### src/sv/pbcf_pkg.sv
`timescale 1ns / 1ps
// ----------------------------------------------------------------------------
// pbcf_pkg
// Shared widths, register indexes and divider handshake types for the
// power budget to cluster frequency block.
// ----------------------------------------------------------------------------
package pbcf_pkg;

    localparam int SHARE_W    = 20;
    localparam int SUM_W      = SHARE_W + 1;
    localparam int POWER_W    = 16;
    localparam int FREQ_W     = 24;
    localparam int CORES_W    = 4;
    localparam int LVL_IN_W   = 4;
    localparam int CFG_IDX_W  = 3;
    localparam int CFG_DATA_W = 4;

    localparam int LEVELS_DEF   = 16;
    localparam int CLUSTERS_DEF = 2;

    localparam logic [CFG_IDX_W-1:0] CFG_DUAL  = 3'd0;
    localparam logic [CFG_IDX_W-1:0] CFG_CORE0 = 3'd1;
    localparam logic [CFG_IDX_W-1:0] CFG_CORE1 = 3'd2;
    localparam logic [CFG_IDX_W-1:0] CFG_TOP0  = 3'd3;
    localparam logic [CFG_IDX_W-1:0] CFG_TOP1  = 3'd4;

    localparam logic FUNC_WRITE  = 1'b0;
    localparam logic FUNC_BUDGET = 1'b1;

    typedef struct packed {
        logic               start;
        logic [SHARE_W-1:0] dividend;
        logic [CORES_W-1:0] divisor;
    } t_div_req;

    typedef struct packed {
        logic               done;
        logic [SHARE_W-1:0] quotient;
    } t_div_rsp;

endpackage

### src/sv/pbcf_in_if.sv
`timescale 1ns / 1ps
// ----------------------------------------------------------------------------
// pbcf_in_if
// Input channel: table write items and budget requests.
// ----------------------------------------------------------------------------
interface pbcf_in_if;
    logic                          valid;
    logic                          ready;
    logic                          func;
    logic                          cluster_sel;
    logic [pbcf_pkg::LVL_IN_W-1:0] level_index;
    logic [pbcf_pkg::POWER_W-1:0]  entry_power;
    logic [pbcf_pkg::FREQ_W-1:0]   entry_freq;
    logic [pbcf_pkg::SHARE_W-1:0]  budget;

    modport source (
        output valid, func, cluster_sel, level_index, entry_power, entry_freq, budget,
        input  ready
    );
    modport sink (
        input  valid, func, cluster_sel, level_index, entry_power, entry_freq, budget,
        output ready
    );
endinterface

### src/sv/pbcf_out_if.sv
`timescale 1ns / 1ps
// ----------------------------------------------------------------------------
// pbcf_out_if
// Output channel: per-cluster frequency caps and power shares.
// ----------------------------------------------------------------------------
interface pbcf_out_if;
    logic                         valid;
    logic                         ready;
    logic [pbcf_pkg::FREQ_W-1:0]  cluster0_freq;
    logic [pbcf_pkg::FREQ_W-1:0]  cluster1_freq;
    logic [pbcf_pkg::SHARE_W-1:0] cluster0_share;
    logic [pbcf_pkg::SHARE_W-1:0] cluster1_share;
    logic                         below_minimum;

    modport source (
        output valid, cluster0_freq, cluster1_freq, cluster0_share, cluster1_share,
               below_minimum,
        input  ready
    );
    modport sink (
        input  valid, cluster0_freq, cluster1_freq, cluster0_share, cluster1_share,
               below_minimum,
        output ready
    );
endinterface

### src/sv/pbcf_table.sv
`timescale 1ns / 1ps
// ----------------------------------------------------------------------------
// pbcf_table
// Per-level power and frequency table, one write and one registered read
// port.
// ----------------------------------------------------------------------------
module pbcf_table #(
    parameter int DEPTH = pbcf_pkg::LEVELS_DEF * pbcf_pkg::CLUSTERS_DEF,
    parameter int AW    = $clog2(DEPTH)
) (
    input  logic                         i_clk,
    input  logic                         i_we,
    input  logic [AW-1:0]                i_waddr,
    input  logic [pbcf_pkg::POWER_W-1:0] i_wpower,
    input  logic [pbcf_pkg::FREQ_W-1:0]  i_wfreq,
    input  logic [AW-1:0]                i_raddr,
    output logic [pbcf_pkg::POWER_W-1:0] o_rpower,
    output logic [pbcf_pkg::FREQ_W-1:0]  o_rfreq
);

    logic [pbcf_pkg::POWER_W-1:0] r_power [DEPTH];
    logic [pbcf_pkg::FREQ_W-1:0]  r_freq  [DEPTH];

    always_ff @(posedge i_clk) begin
        if (i_we) begin
            r_power[i_waddr] <= i_wpower;
            r_freq[i_waddr]  <= i_wfreq;
        end
    end

    always_ff @(posedge i_clk) begin
        o_rpower <= r_power[i_raddr];
        o_rfreq  <= r_freq[i_raddr];
    end

endmodule

### src/sv/pbcf_div.sv
`timescale 1ns / 1ps
// ----------------------------------------------------------------------------
// pbcf_div
// Restoring divider, one quotient bit per cycle: share / core count.
// ----------------------------------------------------------------------------
module pbcf_div (
    input  logic               i_clk,
    input  logic               i_rst_n,
    input  pbcf_pkg::t_div_req i_req,
    output pbcf_pkg::t_div_rsp o_rsp
);

    localparam int QW    = pbcf_pkg::SHARE_W;
    localparam int DW    = pbcf_pkg::CORES_W;
    localparam int CNT_W = $clog2(QW);

    logic             r_busy;
    logic             r_done;
    logic [CNT_W-1:0] r_cnt;
    logic [QW-1:0]    r_quo;
    logic [DW-1:0]    r_rem;
    logic [DW-1:0]    r_dvs;

    logic [DW:0]      rem_sh;
    logic [DW:0]      diff;
    logic             ge;

    assign rem_sh = {r_rem, r_quo[QW-1]};
    assign ge     = rem_sh >= {1'b0, r_dvs};
    assign diff   = rem_sh - {1'b0, r_dvs};

    always_ff @(posedge i_clk) begin
        if (!i_rst_n) begin
            r_busy <= 1'b0;
            r_done <= 1'b0;
        end else begin
            r_done <= 1'b0;
            if (i_req.start) begin
                r_busy <= 1'b1;
                r_cnt  <= CNT_W'(QW - 1);
                r_quo  <= i_req.dividend;
                r_rem  <= '0;
                r_dvs  <= i_req.divisor;
            end else if (r_busy) begin
                r_quo <= {r_quo[QW-2:0], ge};
                r_rem <= ge ? diff[DW-1:0] : rem_sh[DW-1:0];
                if (r_cnt == '0) begin
                    r_busy <= 1'b0;
                    r_done <= 1'b1;
                end else begin
                    r_cnt <= r_cnt - CNT_W'(1);
                end
            end
        end
    end

    assign o_rsp.done     = r_done;
    assign o_rsp.quotient = r_quo;

endmodule

### src/sv/power_budget_to_cluster_freq.sv
`timescale 1ns / 1ps
// One item at a time: the input is ready only in the idle state. A budget request
// runs the 20-step serial divider once per cluster, then walks that cluster's table
// down from its top level through the single read port until a level fits the share.
// Reset restores the configuration defaults; the tables are not cleared.
// ----------------------------------------------------------------------------
// power_budget_to_cluster_freq
// Splits a power budget over one or two CPU clusters and picks a frequency
// cap for each from its per-level power table.
// ----------------------------------------------------------------------------
module power_budget_to_cluster_freq #(
    parameter int LEVELS   = pbcf_pkg::LEVELS_DEF,
    parameter int CLUSTERS = pbcf_pkg::CLUSTERS_DEF
) (
    input  logic                            i_clk,
    input  logic                            i_rst_n,
    input  logic                            i_cfg_we,
    input  logic [pbcf_pkg::CFG_IDX_W-1:0]  i_cfg_idx,
    input  logic [pbcf_pkg::CFG_DATA_W-1:0] i_cfg_data,
    pbcf_in_if.sink                         i_in,
    pbcf_out_if.source                      o_out
);

    localparam int  DEPTH = CLUSTERS * LEVELS;
    localparam int  AW    = (DEPTH > 1) ? $clog2(DEPTH) : 1;
    localparam int  LW    = $clog2(LEVELS);
    localparam bit  MULTI = (CLUSTERS > 1);
    localparam int  SW    = pbcf_pkg::SHARE_W;
    localparam int  UW    = pbcf_pkg::SUM_W;
    localparam int  CW    = pbcf_pkg::CORES_W;

    localparam logic [3:0] S_IDLE   = 4'd0;
    localparam logic [3:0] S_MAX0   = 4'd1;
    localparam logic [3:0] S_MIN0   = 4'd2;
    localparam logic [3:0] S_MAX1   = 4'd3;
    localparam logic [3:0] S_MIN1   = 4'd4;
    localparam logic [3:0] S_LAST   = 4'd5;
    localparam logic [3:0] S_SUM    = 4'd6;
    localparam logic [3:0] S_REM    = 4'd7;
    localparam logic [3:0] S_SHARE  = 4'd8;
    localparam logic [3:0] S_DSTART = 4'd9;
    localparam logic [3:0] S_DIV    = 4'd10;
    localparam logic [3:0] S_WADDR  = 4'd11;
    localparam logic [3:0] S_WCMP   = 4'd12;
    localparam logic [3:0] S_OUT    = 4'd13;

    function automatic logic [AW-1:0] addr_of(input logic c, input logic [LW-1:0] lv);
        return AW'(int'(c) * LEVELS + int'(lv));
    endfunction

    function automatic logic [LW-1:0] top_lv(input logic [3:0] t);
        if (int'(t) >= LEVELS) begin
            return LW'(LEVELS - 1);
        end
        return LW'(t);
    endfunction

    function automatic logic [SW-1:0] scale(input logic [pbcf_pkg::POWER_W-1:0] p,
                                            input logic [CW-1:0] n);
        return SW'(p) * SW'(n);
    endfunction

    function automatic logic [SW-1:0] sat(input logic [UW-1:0] v);
        return v[UW-1] ? {SW{1'b1}} : v[SW-1:0];
    endfunction

    // configuration
    logic          r_dual;
    logic [CW-1:0] r_n0_raw;
    logic [CW-1:0] r_n1_raw;
    logic [3:0]    r_top0_raw;
    logic [3:0]    r_top1_raw;

    // sequencer
    logic [3:0]    r_state;
    logic          r_c;
    logic          r_mode2;
    logic          r_force;
    logic          r_flag;
    logic [LW-1:0] r_lv;
    logic [SW-1:0] r_q;
    logic [SW-1:0] r_budget;
    logic [SW-1:0] r_max0;
    logic [SW-1:0] r_max1;
    logic [SW-1:0] r_min0;
    logic [SW-1:0] r_min1;
    logic [UW-1:0] r_total;
    logic [UW-1:0] r_minsum;
    logic [SW-1:0] r_room;
    logic [UW-1:0] r_remain;
    logic [SW-1:0] r_s0;
    logic [SW-1:0] r_s1;
    logic [pbcf_pkg::FREQ_W-1:0] r_f0;
    logic [pbcf_pkg::FREQ_W-1:0] r_f1;

    // output register
    logic          r_ov;
    logic [pbcf_pkg::FREQ_W-1:0] r_of0;
    logic [pbcf_pkg::FREQ_W-1:0] r_of1;
    logic [SW-1:0] r_os0;
    logic [SW-1:0] r_os1;
    logic          r_oflag;

    logic [CW-1:0] n0;
    logic [CW-1:0] n1;
    logic [LW-1:0] top0;
    logic [LW-1:0] top1;
    logic [LW-1:0] cur_top;
    logic          in_xfer;
    logic          tbl_we;
    logic [AW-1:0] tbl_waddr;
    logic [AW-1:0] rd_addr;
    logic [pbcf_pkg::POWER_W-1:0] rd_power;
    logic [pbcf_pkg::FREQ_W-1:0]  rd_freq;
    logic          hit;

    pbcf_pkg::t_div_req div_req;
    pbcf_pkg::t_div_rsp div_rsp;

    assign n0      = (r_n0_raw == '0) ? CW'(1) : r_n0_raw;
    assign n1      = (r_n1_raw == '0) ? CW'(1) : r_n1_raw;
    assign top0    = top_lv(r_top0_raw);
    assign top1    = top_lv(r_top1_raw);
    assign cur_top = r_c ? top1 : top0;

    assign i_in.ready = (r_state == S_IDLE);
    assign in_xfer    = i_in.valid && i_in.ready;

    assign tbl_we    = in_xfer && (i_in.func == pbcf_pkg::FUNC_WRITE)
                       && (int'(i_in.cluster_sel) < CLUSTERS)
                       && (int'(i_in.level_index) < LEVELS);
    assign tbl_waddr = AW'(int'(i_in.cluster_sel) * LEVELS + int'(i_in.level_index));

    always_comb begin
        unique case (r_state)
            S_MAX0:  rd_addr = addr_of(1'b0, top0);
            S_MIN0:  rd_addr = addr_of(1'b0, '0);
            S_MAX1:  rd_addr = addr_of(1'b1, top1);
            S_MIN1:  rd_addr = addr_of(1'b1, '0);
            S_WADDR: rd_addr = addr_of(r_c, r_lv);
            default: rd_addr = '0;
        endcase
    end

    pbcf_table #(
        .DEPTH (DEPTH),
        .AW    (AW)
    ) u_table (
        .i_clk    (i_clk),
        .i_we     (tbl_we),
        .i_waddr  (tbl_waddr),
        .i_wpower (i_in.entry_power),
        .i_wfreq  (i_in.entry_freq),
        .i_raddr  (rd_addr),
        .o_rpower (rd_power),
        .o_rfreq  (rd_freq)
    );

    assign div_req.start    = (r_state == S_DSTART);
    assign div_req.dividend = r_c ? r_s1 : r_s0;
    assign div_req.divisor  = r_c ? n1 : n0;

    pbcf_div u_div (
        .i_clk   (i_clk),
        .i_rst_n (i_rst_n),
        .i_req   (div_req),
        .o_rsp   (div_rsp)
    );

    assign hit = r_force || (r_lv == '0) || (r_q >= SW'(rd_power));

    // configuration registers
    always_ff @(posedge i_clk) begin
        if (!i_rst_n) begin
            r_dual     <= 1'b1;
            r_n0_raw   <= CW'(4);
            r_n1_raw   <= CW'(4);
            r_top0_raw <= 4'd15;
            r_top1_raw <= 4'd15;
        end else if (i_cfg_we) begin
            unique case (i_cfg_idx)
                pbcf_pkg::CFG_DUAL:  r_dual     <= i_cfg_data[0];
                pbcf_pkg::CFG_CORE0: r_n0_raw   <= i_cfg_data;
                pbcf_pkg::CFG_CORE1: r_n1_raw   <= i_cfg_data;
                pbcf_pkg::CFG_TOP0:  r_top0_raw <= i_cfg_data;
                pbcf_pkg::CFG_TOP1:  r_top1_raw <= i_cfg_data;
                default: ;
            endcase
        end
    end

    // sequencer
    always_ff @(posedge i_clk) begin
        if (!i_rst_n) begin
            r_state <= S_IDLE;
            r_c     <= 1'b0;
            r_ov    <= 1'b0;
        end else begin
            if (o_out.valid && o_out.ready && (r_state != S_OUT)) begin
                r_ov <= 1'b0;
            end
            unique case (r_state)
                S_IDLE: begin
                    if (in_xfer && (i_in.func == pbcf_pkg::FUNC_BUDGET)) begin
                        r_c      <= 1'b0;
                        r_budget <= i_in.budget;
                        r_mode2  <= r_dual && MULTI;
                        r_flag   <= 1'b0;
                        r_s0     <= i_in.budget;
                        r_s1     <= '0;
                        r_f1     <= '0;
                        r_state  <= (r_dual && MULTI) ? S_MAX0 : S_DSTART;
                    end
                end
                S_MAX0: r_state <= S_MIN0;
                S_MIN0: begin
                    r_max0  <= scale(rd_power, n0);
                    r_state <= S_MAX1;
                end
                S_MAX1: begin
                    r_min0  <= scale(rd_power, n0);
                    r_state <= S_MIN1;
                end
                S_MIN1: begin
                    r_max1  <= scale(rd_power, n1);
                    r_state <= S_LAST;
                end
                S_LAST: begin
                    r_min1  <= scale(rd_power, n1);
                    r_state <= S_SUM;
                end
                S_SUM: begin
                    r_total  <= (r_budget == '0) ? (UW'(r_max0) + UW'(r_max1))
                                                 : UW'(r_budget);
                    r_minsum <= UW'(r_min0) + UW'(r_min1);
                    r_room   <= (r_max0 > r_min0) ? (r_max0 - r_min0) : '0;
                    r_state  <= S_REM;
                end
                S_REM: begin
                    r_flag   <= !(r_total > r_minsum);
                    r_remain <= r_total - r_minsum;
                    r_state  <= S_SHARE;
                end
                S_SHARE: begin
                    priority if (r_flag) begin
                        r_s0 <= r_min0;
                        r_s1 <= r_min1;
                    end else if (r_remain <= UW'(r_room)) begin
                        r_s0 <= sat(UW'(r_min0) + r_remain);
                        r_s1 <= r_min1;
                    end else begin
                        r_s0 <= sat(UW'(r_min0) + UW'(r_room));
                        r_s1 <= sat(UW'(r_min1) + (r_remain - UW'(r_room)));
                    end
                    r_state <= S_DSTART;
                end
                S_DSTART: r_state <= S_DIV;
                S_DIV: begin
                    if (div_rsp.done) begin
                        r_q     <= div_rsp.quotient;
                        r_lv    <= cur_top;
                        r_force <= !r_mode2 && (div_rsp.quotient == '0);
                        r_state <= S_WADDR;
                    end
                end
                S_WADDR: r_state <= S_WCMP;
                S_WCMP: begin
                    if (hit) begin
                        if (r_c) begin
                            r_f1    <= rd_freq;
                            r_state <= S_OUT;
                        end else begin
                            r_f0 <= rd_freq;
                            if (r_mode2) begin
                                r_c     <= 1'b1;
                                r_state <= S_DSTART;
                            end else begin
                                r_state <= S_OUT;
                            end
                        end
                    end else begin
                        r_lv    <= r_lv - LW'(1);
                        r_state <= S_WADDR;
                    end
                end
                S_OUT: begin
                    if (!r_ov || o_out.ready) begin
                        r_ov    <= 1'b1;
                        r_of0   <= r_f0;
                        r_of1   <= r_f1;
                        r_os0   <= r_s0;
                        r_os1   <= r_s1;
                        r_oflag <= r_flag;
                        r_state <= S_IDLE;
                    end
                end
                default: r_state <= S_IDLE;
            endcase
        end
    end

    assign o_out.valid          = r_ov;
    assign o_out.cluster0_freq  = r_of0;
    assign o_out.cluster1_freq  = r_of1;
    assign o_out.cluster0_share = r_os0;
    assign o_out.cluster1_share = r_os1;
    assign o_out.below_minimum  = r_oflag;

`ifndef SYNTHESIS
    a_div_done_in_wait: assert property (@(posedge i_clk) disable iff (!i_rst_n)
        div_rsp.done |-> (r_state == S_DIV))
        else $error("divider finished outside the wait state");

    a_walk_in_range: assert property (@(posedge i_clk) disable iff (!i_rst_n)
        (r_state == S_WCMP) |-> (r_lv <= cur_top))
        else $error("table walk beyond the top level");

    a_out_hold: assert property (@(posedge i_clk) disable iff (!i_rst_n)
        ((r_state == S_OUT) && r_ov && !o_out.ready) |=> (r_state == S_OUT))
        else $error("result overwrote a pending transfer");

    a_single_clean: assert property (@(posedge i_clk) disable iff (!i_rst_n)
        ((r_state == S_OUT) && !r_mode2) |-> (!r_flag && (r_s1 == '0) && (r_f1 == '0)))
        else $error("single mode produced cluster 1 fields");
`endif

endmodule
### src/flat_wrapper.sv
// flat-port wrapper written by rule: the top's interface ports become plain ports
module power_budget_to_cluster_freq_flat 
#(
    parameter int LEVELS   = pbcf_pkg::LEVELS_DEF,
    parameter int CLUSTERS = pbcf_pkg::CLUSTERS_DEF
)
  (i_clk, i_rst_n, i_cfg_we, i_cfg_idx, i_cfg_data, i_in_valid, i_in_func, i_in_cluster_sel, i_in_level_index, i_in_entry_power, i_in_entry_freq, i_in_budget, i_in_ready, o_out_valid, o_out_cluster0_freq, o_out_cluster1_freq, o_out_cluster0_share, o_out_cluster1_share, o_out_below_minimum, o_out_ready);
  pbcf_in_if i_in_i ();
  pbcf_out_if o_out_i ();
  input  logic i_clk;
  input  logic i_rst_n;
  input  logic i_cfg_we;
  input  logic [pbcf_pkg::CFG_IDX_W-1:0] i_cfg_idx;
  input  logic [pbcf_pkg::CFG_DATA_W-1:0] i_cfg_data;
  input wire logic [$bits(i_in_i.valid)-1:0] i_in_valid;
  input wire logic [$bits(i_in_i.func)-1:0] i_in_func;
  input wire logic [$bits(i_in_i.cluster_sel)-1:0] i_in_cluster_sel;
  input wire logic [$bits(i_in_i.level_index)-1:0] i_in_level_index;
  input wire logic [$bits(i_in_i.entry_power)-1:0] i_in_entry_power;
  input wire logic [$bits(i_in_i.entry_freq)-1:0] i_in_entry_freq;
  input wire logic [$bits(i_in_i.budget)-1:0] i_in_budget;
  output wire logic [$bits(i_in_i.ready)-1:0] i_in_ready;
  output wire logic [$bits(o_out_i.valid)-1:0] o_out_valid;
  output wire logic [$bits(o_out_i.cluster0_freq)-1:0] o_out_cluster0_freq;
  output wire logic [$bits(o_out_i.cluster1_freq)-1:0] o_out_cluster1_freq;
  output wire logic [$bits(o_out_i.cluster0_share)-1:0] o_out_cluster0_share;
  output wire logic [$bits(o_out_i.cluster1_share)-1:0] o_out_cluster1_share;
  output wire logic [$bits(o_out_i.below_minimum)-1:0] o_out_below_minimum;
  input wire logic [$bits(o_out_i.ready)-1:0] o_out_ready;
  assign i_in_i.valid = i_in_valid;
  assign i_in_i.func = i_in_func;
  assign i_in_i.cluster_sel = i_in_cluster_sel;
  assign i_in_i.level_index = i_in_level_index;
  assign i_in_i.entry_power = i_in_entry_power;
  assign i_in_i.entry_freq = i_in_entry_freq;
  assign i_in_i.budget = i_in_budget;
  assign i_in_ready = i_in_i.ready;
  assign o_out_valid = o_out_i.valid;
  assign o_out_cluster0_freq = o_out_i.cluster0_freq;
  assign o_out_cluster1_freq = o_out_i.cluster1_freq;
  assign o_out_cluster0_share = o_out_i.cluster0_share;
  assign o_out_cluster1_share = o_out_i.cluster1_share;
  assign o_out_below_minimum = o_out_i.below_minimum;
  assign o_out_i.ready = o_out_ready;
  power_budget_to_cluster_freq #(.LEVELS(LEVELS), .CLUSTERS(CLUSTERS)) u_core (.i_clk(i_clk), .i_rst_n(i_rst_n), .i_cfg_we(i_cfg_we), .i_cfg_idx(i_cfg_idx), .i_cfg_data(i_cfg_data), .i_in(i_in_i), .o_out(o_out_i));
endmodule
### config.mk
export PLATFORM = sky130hd
export DESIGN_NAME = power_budget_to_cluster_freq_flat
export DESIGN_NICKNAME = d
export VERILOG_FILES = /design/src/sv/pbcf_pkg.sv /design/src/sv/pbcf_in_if.sv /design/src/sv/pbcf_out_if.sv /design/src/sv/pbcf_table.sv /design/src/sv/pbcf_div.sv /design/src/sv/power_budget_to_cluster_freq.sv /design/src/flat_wrapper.sv
export SDC_FILE = /design/constraint.sdc
export NUM_CORES = 2
export LEC_CHECK = 0
export BUFFER_PORTS_ARGS = -buffer_cell sky130_fd_sc_hd__buf_2
export CAP_MARGIN = 0
export CORE_MARGIN = 2
export CORE_UTILIZATION = 45
export CTS_BUF_LIST = sky130_fd_sc_hd__clkbuf_8
export DETAILED_ROUTE_END_ITERATION = 10
export GPL_TIMING_DRIVEN = 0
export HOLD_SLACK_MARGIN = 0.02
export PLACE_DENSITY = 0.63
export SYNTH_ARGS = -nofsm -noshare
export SYNTH_HDL_FRONTEND = slang
export SYNTH_SLANG_ARGS = --single-unit
### constraint.sdc
create_clock -name i_clk -period 7.1 [get_ports i_clk]
set_input_delay 0.71 -clock i_clk [delete_from_list [all_inputs] [get_ports i_clk]]
set_output_delay 0.71 -clock i_clk [all_outputs]
set_load 0.02 [all_outputs]
==> results_dict.tcl <==
set metrics [dict create \
    status "finished with violations" \
    failed_checks "capacitance limit, slew limit" \
    layout_commonest_cell "edfxtp_1" \
    gp_congestion 0.9508 \
    synth_simple_gate_area_share_pct 10.36 \
    final_nets 7057 \
    yosys.area.top_type_share_pct 64.17 \
    ys_async_sr_fraction_pct 0 \
    synth_top_family_by_area "compound AO/OA/AOI/OAI gates" \
    power_density_nw_per_um2 273.9 \
    route.detailed.drc 0 \
    ys_ff_latch 1765 \
    first_global_vias 51770 \
    placed_area_um2 84670 \
    timing.setup.tns_ps 0 \
    worst_pin_slew_ps 1604 \
    synth-edff-count 1700 \
    synth_fa_ha_area_share_pct 5.737 \
    syn_area_per_cell_um2 13.03 \
    final_hold_viol_count 0 \
    routedWlPerCell_um 25.95 \
    final_max_slew_viol_count 22 \
    ctsLongestPathBuffers 4 \
    synth_top_area_cell "edfxtp_1" \
    crit_required_ps 7790 \
    finalWorstPathRequiredPeriod_ps 5417 \
    syn2layout_area_growth_pct 13.60 \
    path_class "register to register" \
    syn_inst 6107 \
    synth-xor-area-share_pct 1.497 \
    grt_max_degree 36 \
    syn-num-nets 6500 \
    ys_top_cells_by_area "edfxtp_1 64%, a211oi_1 4.3%, nand2_1 3.8%, ha_1 3.6%, and2_1 3.6%" \
    fin_crit_sh_pct 76.30 \
    dieHeight_um 424.5 \
    r2r_start "u_core.r_n1_raw[2]" \
    die_w_um 424.5 \
    layout_common_cells "1700 x edfxtp_1, 806 x nand2_1, 456 x a211oi_1" \
    drive_above_1_share_pct 11.10 \
    ir_worst_vdd_v 0.0002590 \
    crit_arrival_ps 6110 \
    start_kind "register" \
    cap_violations 2 \
    cts_made_buffers 309 \
    core_area_um2 175900 \
    drt-initial-drc-count 5391 \
    p_leak_nw 32.47 \
    cts.clk_slew.worst_paths_ps 70 \
    fin_area_um2 90380 \
    cts_num_sinks 1765 \
    cts_resized 0 \
    skew_ps 93.02 \
    routed_wl_mm 239.6 \
    htree_levels 5 \
    row_count 154 \
    vias 53240 \
    yosys-mux-area-fraction_pct 0.6102 \
    rsz0062_at_grt "false" \
    start_util_pct 45.22 \
    fillers 14990 \
    hp-class "input port to register" \
    slew-limit-headroom_pct -6.921 \
    grt_use_total_pct 26.02 \
    overflow 0 \
    setup_viol 0 \
    crit_path_end_kind "register" \
    synth_cell_types 82 \
    io_pins 169 \
    crit_start "u_core.r_n1_raw[2]" \
    cts_root_buf "clkbuf_8" \
    crit_fanout 10 \
    yosysWarnings 0 \
    synth.yosys.seq_area_share_pct 65.80 \
    clk_latency_ps 1040 \
    clock.fmax_mhz 184.6 \
    hold_start "i_cfg_idx[2]" \
    synth_ff_type "edfxtp_1" \
    post_cts_buffers 0 \
    io_buffer_count 167 \
    drt_pass1_iterations 8 \
    tritoncts "built" \
    grt_pass1_wl_mm 342.1 \
    synth_compound_gate_area_share_pct 12.71 \
    antenna_found_initial 12 \
    netlist_area_um2 79560 \
    dieArea_um2 180200 \
    antenna_left 0 \
    hpwl_mm 167.9 \
    via_per_inst 5.766 \
]
## power breakdown
| group | switching, mW | leakage, nW | internal (mW) | total, mW |
|---|---|---|---|---|
| registers | 0.270 | 15.9 | 11.7 | 12.0 |
| clock network | 4.07 | 3.16 | 4.40 | 8.47 |
| logic | 2.99 | 13.4 | 1.31 | 4.30 |
## cells by family after synthesis
group / Yosys count
adders and majority gates: 315
xor gates and xnor gates: 136
buffers and inverters: 659
AOI/OAI and AO/OA: 1460
and+or+nand+nor: 1724
DFF: 1765
muxes: 48
## synthesized netlist by cell type, types with 10 or more instances
library cell / instances
nand2b_1: 28
o31ai_1: 15
o21ai_1: 10
clkbuf_1: 221
buf_1: 13
nor4_1: 17
nor2_1: 190
ha_1: 232
a21boi_0: 19
a21oi_1: 250
edfxtp_1: 1700
buf_2: 84
a311oi_1: 160
xor2_1: 36
a211oi_1: 456
xnor2_1: 100
fa_1: 83
nand2_1: 806
nor2b_1: 47
or3_1: 17
and2_1: 453
inv_1: 328
mux2i_1: 44
nor3_1: 58
nand4_1: 19
nand3_1: 38
and3_1: 17
o21ai_0: 136
o21a_1: 25
a21o_1: 114
dfxtp_1: 65
a31oi_1: 177
## sequential cells by signal (all words and copies together), names as in the netlist, 21 cells and up
register / count
u_core.u_table.r_freq: 768
u_core.u_table.r_power: 512
u_core.o_out.cluster0_freq: 24
u_core.o_out.cluster1_freq: 24
u_core.r_f0: 24
u_core.r_f1: 24
u_core.u_table.o_rfreq: 24
u_core.r_minsum: 21
u_core.r_remain: 21
u_core.r_total: 21
## metal layers
| layer | vias up | wire (µm) | track usage [%] | part of all wire [%] |
|---|---|---|---|---|
| li1 | 23950 | - | - | - |
| met1 | 26380 | 92480 | 32.33 | 39 |
| met2 | 2334 | 117700 | 43.75 | 49 |
| met3 | 561 | 16530 | 4.320 | 6.9 |
| met4 | 14 | 12810 | 13.55 | 5.3 |
| met5 | - | 80 | 0 | 0.033 |
## path summary, 6_finish.rpt
path	cells past startpoint	endpoint	slack, ps
worst min-delay path	4	u_core.r_dual	150
worst min register to register	0	u_core.o_out.cluster1_freq[1]	410
worst max-delay path	18	u_core.r_max1[16]	1680
worst max register to register	18	u_core.r_max1[16]	1680
## critical path, cell delays in order (launching register included)
cell	delay [ps]
dfxtp_1	450
nor3_1	210
or2_2	130
clkbuf_1	410
clkbuf_1	450
nand2_1	150
fa_1	550
inv_1	40
ha_1	300
nor2b_1	140
o21ai_0	210
a21boi_0	160
o21ai_0	230
a21boi_0	150
o21ai_0	240
a21oi_1	160
o41ai_4	380
or4b_1	470
o211ai_1	270
## cell type report
cell class / instances / area, µm² / area share, %
plain buffers: 331 / 1379 / 1.526
clock inverters: 200 / 935.9 / 1.036
well taps: 2340 / 2928 / 3.240
diodes: 13 / 32.53 / 0.03600
flip-flops and latches: 1765 / 52350 / 57.92
inverters: 328 / 1231 / 1.362
multi-input cells: 3683 / 24920 / 27.57
clock buffers: 327 / 4501 / 4.980
repair buffers: 246 / 2103 / 2.327
## timing repair
action	CTS	global route
setup endpoints to repair	0	0
hold endpoints to repair	32	0
hold buffers	24	0
## metrics by stage
stage          worst slack [ps]  cells  hold slack, ps  utilization, %  power, mW
2_1_floorplan              1639   6107           400.0               -      14.58
3_3_place_gp              -2131   8614           402.8           47.36      16.35
3_5_place_dp               1676   8669           404.5           48.13      16.44
4_1_cts                    1647   9220           94.64           51.35      24.84
5_1_grt                    1181   9223           155.7           51.36      25.63
6_report                   1683   9233           154.0           51.37      24.76
No activity file was read; power rests on OpenSTA's default activity.
